==> config.mk <==
export PLATFORM = sky130hd
export DESIGN_NAME = stereo_volume_db_to_gain_core
export DESIGN_NICKNAME = d
export VERILOG_FILES = /design/src/rtl/svdg_pkg.sv /design/src/rtl/stereo_volume_db_to_gain_core.sv
export SDC_FILE = /design/constraint.sdc
export NUM_CORES = 1
export LEC_CHECK = 0
export BUFFER_PORTS_ARGS = -buffer_cell sky130_fd_sc_hd__buf_2
export CAP_MARGIN = 20
export CORE_ASPECT_RATIO = 0.75
export CORE_UTILIZATION = 45
export DETAILED_ROUTE_END_ITERATION = 10
export PLACE_DENSITY = 0.59
export REMOVE_ABC_BUFFERS = 1
export SETUP_SLACK_MARGIN = 0.05
export SLEW_MARGIN = 0
export SYNTH_ARGS = -nofsm -noshare
export SYNTH_HDL_FRONTEND = slang
export SYNTH_SLANG_ARGS = --single-unit
==> constraint.sdc <==
create_clock -name aclk -period 7.8 [get_ports aclk]
set_clock_uncertainty 0.05 [all_clocks]
set_input_delay 1.95 -clock aclk [delete_from_list [all_inputs] [get_ports aclk]]
set_output_delay 1.95 -clock aclk [all_outputs]
set_load 0.01 [all_outputs]
==> src/rtl/svdg_pkg.sv <==
// ----------------------------------------------------------------------------
// svdg_pkg
// Shared constants, command codes and conversion tables for the volume core.
// ----------------------------------------------------------------------------
package svdg_pkg;

    localparam int NUM_CHANNELS = 2;
    localparam int CH_W         = (NUM_CHANNELS > 1) ? $clog2(NUM_CHANNELS) : 1;

    localparam logic signed [15:0] STEP_DB   = 16'sd1541;
    localparam logic        [9:0]  FRAC_MUL  = 10'd680;
    localparam logic        [14:0] UNITY     = 15'h4000;
    localparam logic        [14:0] FULL_SCALE = 15'h7fff;
    localparam logic signed [15:0] SILENT_DB = 16'sh8000;
    localparam logic signed [15:0] RESET_LEVEL = -16'sd1541;
    localparam logic        [14:0] RESET_GAIN  = 15'd8192;

    typedef enum logic [1:0] {
        FUNC_GLOBAL_MUTE = 2'd0,
        FUNC_CHAN_MUTE   = 2'd1,
        FUNC_CHAN_VOLUME = 2'd2,
        FUNC_NONE        = 2'd3
    } func_t;

    function automatic logic [7:0] exp_tab(input logic [7:0] i);
        logic [7:0] t [256];
        t = '{
        8'h00,8'h01,8'h01,8'h02,8'h03,8'h03,8'h04,8'h05,8'h06,8'h06,8'h07,8'h08,8'h08,8'h09,8'h0a,8'h0b,
        8'h0b,8'h0c,8'h0d,8'h0e,8'h0e,8'h0f,8'h10,8'h10,8'h11,8'h12,8'h13,8'h13,8'h14,8'h15,8'h16,8'h16,
        8'h17,8'h18,8'h19,8'h19,8'h1a,8'h1b,8'h1c,8'h1d,8'h1d,8'h1e,8'h1f,8'h20,8'h20,8'h21,8'h22,8'h23,
        8'h24,8'h24,8'h25,8'h26,8'h27,8'h28,8'h28,8'h29,8'h2a,8'h2b,8'h2c,8'h2c,8'h2d,8'h2e,8'h2f,8'h30,
        8'h30,8'h31,8'h32,8'h33,8'h34,8'h35,8'h35,8'h36,8'h37,8'h38,8'h39,8'h3a,8'h3a,8'h3b,8'h3c,8'h3d,
        8'h3e,8'h3f,8'h40,8'h41,8'h41,8'h42,8'h43,8'h44,8'h45,8'h46,8'h47,8'h48,8'h48,8'h49,8'h4a,8'h4b,
        8'h4c,8'h4d,8'h4e,8'h4f,8'h50,8'h51,8'h51,8'h52,8'h53,8'h54,8'h55,8'h56,8'h57,8'h58,8'h59,8'h5a,
        8'h5b,8'h5c,8'h5d,8'h5e,8'h5e,8'h5f,8'h60,8'h61,8'h62,8'h63,8'h64,8'h65,8'h66,8'h67,8'h68,8'h69,
        8'h6a,8'h6b,8'h6c,8'h6d,8'h6e,8'h6f,8'h70,8'h71,8'h72,8'h73,8'h74,8'h75,8'h76,8'h77,8'h78,8'h79,
        8'h7a,8'h7b,8'h7c,8'h7d,8'h7e,8'h7f,8'h80,8'h81,8'h82,8'h83,8'h84,8'h85,8'h87,8'h88,8'h89,8'h8a,
        8'h8b,8'h8c,8'h8d,8'h8e,8'h8f,8'h90,8'h91,8'h92,8'h93,8'h95,8'h96,8'h97,8'h98,8'h99,8'h9a,8'h9b,
        8'h9c,8'h9d,8'h9f,8'ha0,8'ha1,8'ha2,8'ha3,8'ha4,8'ha5,8'ha6,8'ha8,8'ha9,8'haa,8'hab,8'hac,8'had,
        8'haf,8'hb0,8'hb1,8'hb2,8'hb3,8'hb4,8'hb6,8'hb7,8'hb8,8'hb9,8'hba,8'hbc,8'hbd,8'hbe,8'hbf,8'hc0,
        8'hc2,8'hc3,8'hc4,8'hc5,8'hc6,8'hc8,8'hc9,8'hca,8'hcb,8'hcd,8'hce,8'hcf,8'hd0,8'hd2,8'hd3,8'hd4,
        8'hd6,8'hd7,8'hd8,8'hd9,8'hdb,8'hdc,8'hdd,8'hde,8'he0,8'he1,8'he2,8'he4,8'he5,8'he6,8'he8,8'he9,
        8'hea,8'hec,8'hed,8'hee,8'hf0,8'hf1,8'hf2,8'hf4,8'hf5,8'hf6,8'hf8,8'hf9,8'hfa,8'hfc,8'hfd,8'hff};
        return t[i];
    endfunction

    function automatic logic [7:0] log_tab(input logic [7:0] i);
        logic [7:0] t [256];
        t = '{
        8'h00,8'h01,8'h03,8'h04,8'h06,8'h07,8'h09,8'h0a,8'h0b,8'h0d,8'h0e,8'h10,8'h11,8'h12,8'h14,8'h15,
        8'h16,8'h18,8'h19,8'h1a,8'h1c,8'h1d,8'h1e,8'h20,8'h21,8'h22,8'h24,8'h25,8'h26,8'h28,8'h29,8'h2a,
        8'h2c,8'h2d,8'h2e,8'h2f,8'h31,8'h32,8'h33,8'h34,8'h36,8'h37,8'h38,8'h39,8'h3b,8'h3c,8'h3d,8'h3e,
        8'h3f,8'h41,8'h42,8'h43,8'h44,8'h45,8'h47,8'h48,8'h49,8'h4a,8'h4b,8'h4d,8'h4e,8'h4f,8'h50,8'h51,
        8'h52,8'h54,8'h55,8'h56,8'h57,8'h58,8'h59,8'h5a,8'h5c,8'h5d,8'h5e,8'h5f,8'h60,8'h61,8'h62,8'h63,
        8'h64,8'h66,8'h67,8'h68,8'h69,8'h6a,8'h6b,8'h6c,8'h6d,8'h6e,8'h6f,8'h70,8'h71,8'h72,8'h74,8'h75,
        8'h76,8'h77,8'h78,8'h79,8'h7a,8'h7b,8'h7c,8'h7d,8'h7e,8'h7f,8'h80,8'h81,8'h82,8'h83,8'h84,8'h85,
        8'h86,8'h87,8'h88,8'h89,8'h8a,8'h8b,8'h8c,8'h8d,8'h8e,8'h8f,8'h90,8'h91,8'h92,8'h93,8'h94,8'h95,
        8'h96,8'h97,8'h98,8'h99,8'h9a,8'h9b,8'h9b,8'h9c,8'h9d,8'h9e,8'h9f,8'ha0,8'ha1,8'ha2,8'ha3,8'ha4,
        8'ha5,8'ha6,8'ha7,8'ha8,8'ha9,8'ha9,8'haa,8'hab,8'hac,8'had,8'hae,8'haf,8'hb0,8'hb1,8'hb2,8'hb2,
        8'hb3,8'hb4,8'hb5,8'hb6,8'hb7,8'hb8,8'hb9,8'hb9,8'hba,8'hbb,8'hbc,8'hbd,8'hbe,8'hbf,8'hc0,8'hc0,
        8'hc1,8'hc2,8'hc3,8'hc4,8'hc5,8'hc6,8'hc6,8'hc7,8'hc8,8'hc9,8'hca,8'hcb,8'hcb,8'hcc,8'hcd,8'hce,
        8'hcf,8'hd0,8'hd0,8'hd1,8'hd2,8'hd3,8'hd4,8'hd4,8'hd5,8'hd6,8'hd7,8'hd8,8'hd8,8'hd9,8'hda,8'hdb,
        8'hdc,8'hdc,8'hdd,8'hde,8'hdf,8'he0,8'he0,8'he1,8'he2,8'he3,8'he4,8'he4,8'he5,8'he6,8'he7,8'he7,
        8'he8,8'he9,8'hea,8'hea,8'heb,8'hec,8'hed,8'hee,8'hee,8'hef,8'hf0,8'hf1,8'hf1,8'hf2,8'hf3,8'hf4,
        8'hf4,8'hf5,8'hf6,8'hf7,8'hf7,8'hf8,8'hf9,8'hf9,8'hfa,8'hfb,8'hfc,8'hfc,8'hfd,8'hfe,8'hff,8'hff};
        return t[i];
    endfunction

endpackage

==> src/rtl/stereo_volume_db_to_gain_core.sv <==
// ----------------------------------------------------------------------------
// stereo_volume_db_to_gain_core
// Two-channel volume and mute unit with iterative dB to linear conversion.
// ----------------------------------------------------------------------------
// Usage:
//   The slave channel takes one command per transaction (global mute,
//   channel mute or channel volume). The master channel returns one result
//   per command: the packed gain word, plus the stored level and linear gain
//   of the addressed channel.
//   Mute commands and unchanged volumes go from decode straight to the
//   store state, which loads the result. A volume change runs a shared
//   17-bit adder: it adds 1541 until the level is non-negative (s adds,
//   up to 22), does one table lookup, seeds the normalization, shifts the
//   gain left (k shifts, equal to s), adds the final log, multiplies and
//   scales, and stores. A shift of 15 or more gives a zero gain, skips the
//   scale step and goes straight to the store.
//   s_tready is low while a command is being worked or its result waits;
//   the block is ready again in the cycle after the result is taken.
//   When the receiver stalls, the result is held in the output register.
//   Reset restores -1541 level and 8192 gain on both channels, clears the
//   mutes and leaves the block ready.
// ----------------------------------------------------------------------------
module stereo_volume_db_to_gain_core
    import svdg_pkg::*;
(
    input  logic        aclk,
    input  logic        aresetn,
    input  logic        s_tvalid,
    output logic        s_tready,
    // [1:0] func, [2] channel, [3] mute_flag, [19:4] volume_db, zero fill
    input  logic [23:0] s_tdata,
    output logic        m_tvalid,
    input  logic        m_tready,
    // [31:0] gain_word, [47:32] level_db, [62:48] gain_linear, zero fill
    output logic [63:0] m_tdata
);

    typedef enum logic [2:0] {
        S_IDLE, S_DECODE, S_ADD, S_LOOK, S_NORM, S_SCALE, S_STORE, S_OUT
    } state_t;

    state_t              state_reg;
    logic                gmute_reg;
    logic [NUM_CHANNELS-1:0] cmute_reg;
    logic signed [15:0]  level_reg [NUM_CHANNELS];
    logic [14:0]         gain_reg  [NUM_CHANNELS];
    logic [1:0]          func_reg;
    logic                ch_reg;
    logic                flag_reg;
    logic signed [16:0]  acc_reg;   // dB accumulator, then log sum
    logic [4:0]          shift_reg;
    logic [14:0]         g_reg;     // new gain
    logic [14:0]         n_reg;     // normalized gain
    logic signed [26:0]  prod_reg;
    logic signed [15:0]  newlvl_reg;
    logic [63:0]         out_reg;

    logic                valid_ch;
    logic [CH_W-1:0]     ch_idx;
    logic [25:0]         frac_prod;
    logic [7:0]          et;
    logic [14:0]         gfull;
    logic [15:0]         gw [2];

    assign valid_ch = (32'(ch_reg) < NUM_CHANNELS);
    assign ch_idx   = CH_W'(ch_reg);
    assign frac_prod = 26'(acc_reg[15:0]) * 26'(FRAC_MUL);
    assign et       = exp_tab(frac_prod[19:12]);
    assign gfull    = {1'b1, et, 6'd0} | {7'd0, et} >> 2 | UNITY;

    // form each channel's masked gain
    always_comb begin
        for (int i = 0; i < 2; i++) begin
            gw[i] = '0;
            if (i < NUM_CHANNELS && !gmute_reg && !cmute_reg[i[CH_W-1:0]])
                gw[i] = {1'b0, gain_reg[i[CH_W-1:0]]};
        end
    end

    assign s_tready = (state_reg == S_IDLE);
    assign m_tvalid = (state_reg == S_OUT);
    assign m_tdata  = out_reg;

    // sequencer, stored state and result register
    always_ff @(posedge aclk) begin
        if (!aresetn) begin
            state_reg <= S_IDLE;
            gmute_reg <= 1'b0;
            cmute_reg <= '0;
            for (int i = 0; i < NUM_CHANNELS; i++) begin
                level_reg[i] <= RESET_LEVEL;
                gain_reg[i]  <= RESET_GAIN;
            end
        end else begin
            unique case (state_reg)
                S_IDLE: begin
                    if (s_tvalid) begin
                        func_reg  <= s_tdata[1:0];
                        ch_reg    <= s_tdata[2];
                        flag_reg  <= s_tdata[3];
                        acc_reg   <= 17'(signed'(s_tdata[19:4]));
                        shift_reg <= '0;
                        state_reg <= S_DECODE;
                    end
                end
                S_DECODE: begin
                    state_reg <= S_STORE;
                    unique case (func_t'(func_reg))
                        FUNC_GLOBAL_MUTE: gmute_reg <= flag_reg;
                        FUNC_CHAN_MUTE: if (valid_ch) cmute_reg[ch_idx] <= flag_reg;
                        FUNC_CHAN_VOLUME: begin
                            if (valid_ch && level_reg[ch_idx] != acc_reg[15:0]) begin
                                if (acc_reg[15:0] == SILENT_DB) begin
                                    g_reg <= '0;
                                    state_reg <= S_NORM;
                                end else if (acc_reg >= 17'(STEP_DB)) begin
                                    g_reg <= FULL_SCALE;
                                    state_reg <= S_NORM;
                                end else begin
                                    state_reg <= S_ADD;
                                end
                            end
                        end
                        default: ;
                    endcase
                end
                S_ADD: begin
                    // add one octave per cycle until non-negative
                    if (acc_reg < 0) begin
                        acc_reg   <= acc_reg + 17'(STEP_DB);
                        shift_reg <= shift_reg + 5'd1;
                    end else begin
                        state_reg <= S_LOOK;
                    end
                end
                S_LOOK: begin
                    g_reg <= (shift_reg >= 5'd15) ? '0 : gfull >> shift_reg;
                    state_reg <= S_NORM;
                end
                S_NORM: begin
                    // gain back to dB: normalization is seeded on entry
                    if (state_reg == S_NORM && shift_reg != 5'd31) begin
                        n_reg     <= g_reg;
                        acc_reg   <= '0;
                        shift_reg <= 5'd31;
                    end else if (n_reg == '0) begin
                        newlvl_reg <= SILENT_DB;
                        shift_reg  <= 5'd2;
                        state_reg  <= S_STORE;
                    end else if (n_reg < UNITY) begin
                        n_reg   <= n_reg << 1;
                        acc_reg <= acc_reg - 17'sd256;
                    end else begin
                        acc_reg   <= acc_reg + 17'(log_tab(n_reg[13:6]));
                        shift_reg <= '0;
                        state_reg <= S_SCALE;
                    end
                end
                S_SCALE: begin
                    if (shift_reg == '0) begin
                        prod_reg  <= 27'(acc_reg) * 27'(STEP_DB);
                        shift_reg <= 5'd1;
                    end else begin
                        newlvl_reg <= 16'(prod_reg >>> 8);
                        shift_reg  <= 5'd2;
                        state_reg  <= S_STORE;
                    end
                end
                S_STORE: begin
                    // commit a converted volume first, then load the result
                    if (shift_reg == 5'd2) begin
                        level_reg[ch_idx] <= newlvl_reg;
                        gain_reg[ch_idx]  <= g_reg;
                        shift_reg <= '0;
                    end else begin
                        out_reg <= {1'b0, valid_ch ? gain_reg[ch_idx] : 15'd0,
                                    valid_ch ? level_reg[ch_idx] : 16'd0,
                                    gw[1], gw[0]};
                        state_reg <= S_OUT;
                    end
                end
                S_OUT: begin
                    if (m_tready) state_reg <= S_IDLE;
                end
                default: state_reg <= S_IDLE;
            endcase
        end
    end

endmodule

==> summary.md <==
| Metric | Value |
|---|---|
| Status | finished clean |
| Nets | 2178 |
| Average size of a mapped cell | 9.56 um^2 |
| Via Count | 14700 |
| Average routed wire per standard cell | 20.3 um |
| Top Layer Used | met5 |
| CP Capture Type | register |
| Post-synth cell types | 95 |
| Netlist Area Pre-Place | 18000 um^2 |
| Design area | 19800 um^2 |
| Largest net degree at the start of global routing | 76 |
| Met3 wire length | 4.04 mm |
| Hold-fix buffer count after cts | 0 |
| Crit path arrival time | 7500 ps |
| EDFF count, synth | 211 |
| Post-layout minimum cycle time | 7190 ps |
| Global Route Usage Sum | 0.245 |
| Critical path fanouts, max | 11 |
| Worst Setup SP | acc_reg[1]$_DFFE_PP_ |
| Max cap viols | 0 |
| Largest family of logic cells by synthesized area | compound AO/OA/AOI/OAI gates |
| Final Cycle Share | 0.922 |
| CTS resizes | 0 |
| Final setup viols | 0 |
| Simple-Gate Fraction of Synth Area | 0.169 |
| Met1 wire length | 24.6 mm |
| Drt via density | 5.94 |
| Setup_tns | 0 ps |
| Worst reg2reg startpoint | acc_reg[1]$_DFFE_PP_ |
| Area Overhead vs Synth | 10.0% |
| Num CTS Buffers | 25 |
| Startpoint types | register |
| Hold_sp | cmute_reg[1]$_SDFFE_PN0P_ |
| IO Pins | 94 |
| Gr ovfl total | 0 |
| Synth Flop Type | edfxtp_1 |
| Core box area | 39500 um^2 |
| Initial antenna violation count | 2 |
| Final hold violation count | 0 |
| Critical path class | reg2reg |
| DR iter-0 viols | 1276 |
| Placer congestion estimate | 0.926 |
| Pre-antenna DRT Iters | 5 |
| Routed wl met2 | 20.6 mm |
| DRC violations left | 0 |
| #FFs+latches synth | 218 |
| Min Hold Slack | 464 ps |
| Yosys warns | 0 |
| Drt total wl | 50.1 mm |
| HP Class | reg2reg |
| Share of synthesized registers carrying an async set or reset | 0 |
| Critical Path RT | 8110 ps |
| Root Driver | clkbuf_16 |
| DIE HEIGHT | 175 um |
| Post-synthesis compound-gate area fraction | 0.172 |
| TritonCTS sink count | 218 |
| Later-pin clock latency in the skew report | 550 ps |
| FP Rows | 63 |
| R2R Setup Slk | 610 ps |
| Fraction of final layout cells sized beyond drive strength 1 | 0.132 |
| Multiplexer area fraction after synthesis | 0.0376 |
| Setup bufs post-CTS | 0 |
| Full die area | 40900 um^2 |
| Least-Margin Pin Slew | 1100 ps |
| Antenna Violating Nets Remaining | 0 |
| Post-Synth XOR/XNOR Area | 0.0319 |
| Adder-cell area share of the yosys netlist | 0.171 |
| RSZ-0062 raised after global routing | false |
| First-pass GRT wire length | 79.0 mm |
| CTS Buffer Depth | 3 |
| Mapped Cells | 1884 |
| Commonest non-fill, non-tap cell in the layout | edfxtp_1 |
| Htree depth | 1 |
| Initial core utilization | 0.456 |
| Cell Area, Placed | 19000 um^2 |
| Chip Width | 233 um |
| Relative slew margins | 0.265 |
| Fin util | 0.502 |
| Final HPWL DP | 37.0 mm |
| Most frequent cells in the layout | edfxtp_1, ha_1, nand2_1 |
| Port Buffers | 86 |
| Seq/Total Area, Yosys | 0.359 |
| Clk slew on worst S/H paths | 60 ps |
| CTS tree | done |
| Max reg flops | 61 |
| Fmax | 0.139 GHz |
| Final slew viol count | 0 |
| Vias in the first global route | 13800 |
-- worst paths after layout --
check                               to  cells after the start
max reg2reg         g_reg[0]$_DFFE_PP_                     22
min reg2reg  cmute_reg[1]$_SDFFE_PN0P_                      2
max                 g_reg[0]$_DFFE_PP_                     22
min          cmute_reg[1]$_SDFFE_PN0P_                      2
-- through the flow --
step	worst slack [ps]	std cells
3_3_place_gp	847	2422
4_1_cts	760	2467
2_1_floorplan	427	1771
6_report	610	2468
5_1_grt	241	2467
3_5_place_dp	837	2422
-- synthesized netlist by cell type, types with 10 or more instances --
master	n	area [um^2]
a211oi_1	18	135
a21o_1	14	105
a21oi_1	95	475
a22oi_1	10	75.1
a311oi_1	10	87.6
a31oi_1	22	138
and2_1	72	450
and3_1	35	219
buf_2	24	120
clkbuf_1	81	304
edfxtp_1	211	6340
fa_1	41	821
ha_1	180	2250
inv_1	149	559
mux2_2	33	372
mux2i_1	17	170
nand2_1	165	619
nand2b_1	46	288
nand3_1	42	210
nand4_1	17	106
nor2_1	102	383
nor2b_1	12	75.1
nor3_1	47	235
nor4_1	15	93.8
o211ai_1	24	180
o21ai_0	102	510
o21ai_1	10	50.1
o221ai_1	27	236
or2_2	10	62.6
or3_1	13	81.3
xnor2_1	54	473
-- metal layers --
| metal | track usage | vias up |
|---|---|---|
| met5 | 0 | - |
| met4 | 0.0496 | 4 |
| met3 | 0.0407 | 52 |
| met2 | 0.351 | 606 |
| met1 | 0.383 | 7041 |
| li1 | - | 6956 |
-- cells by family after synthesis --
family / after synthesis
other: 1
AO/OA/AOI/OAI: 453
AND/OR/NAND/NOR: 603
XOR/XNOR: 64
flip-flops: 218
adder cells (fa/ha/maj): 221
buffers and inverters: 268
multiplexers: 56
-- critical path: stages (launching register included) --
cell and delay [ps]:
edfxtp_1 520, ha_1 390, fa_1 520, ha_1 360
inv_1 80, fa_1 510, inv_1 40, ha_1 290
nor3_2 280, a211oi_4 90, a311oi_1 590, or2_1 270
inv_1 240, ha_1 330, buf_4 200, o21ai_0 190
a221oi_1 110, a2111oi_0 940, buf_4 250, nor4_1 50
o21ba_1 330, a211oi_2 110, o31ai_2 270
-- layout make-up --
class / instances / area (um^2)
timing repair buffer: 131 / 768
clock buffer: 27 / 633
clock inverter: 18 / 180
sequential: 218 / 6480
inverter: 153 / 574
fill: 3660 / 19700
multi-input combinational: 1400 / 10500
tap: 520 / 651
antenna: 1 / 2.50
Power is not shown: default switching activity piles up to over one toggle a cycle in this logic, so the estimate is an artifact.
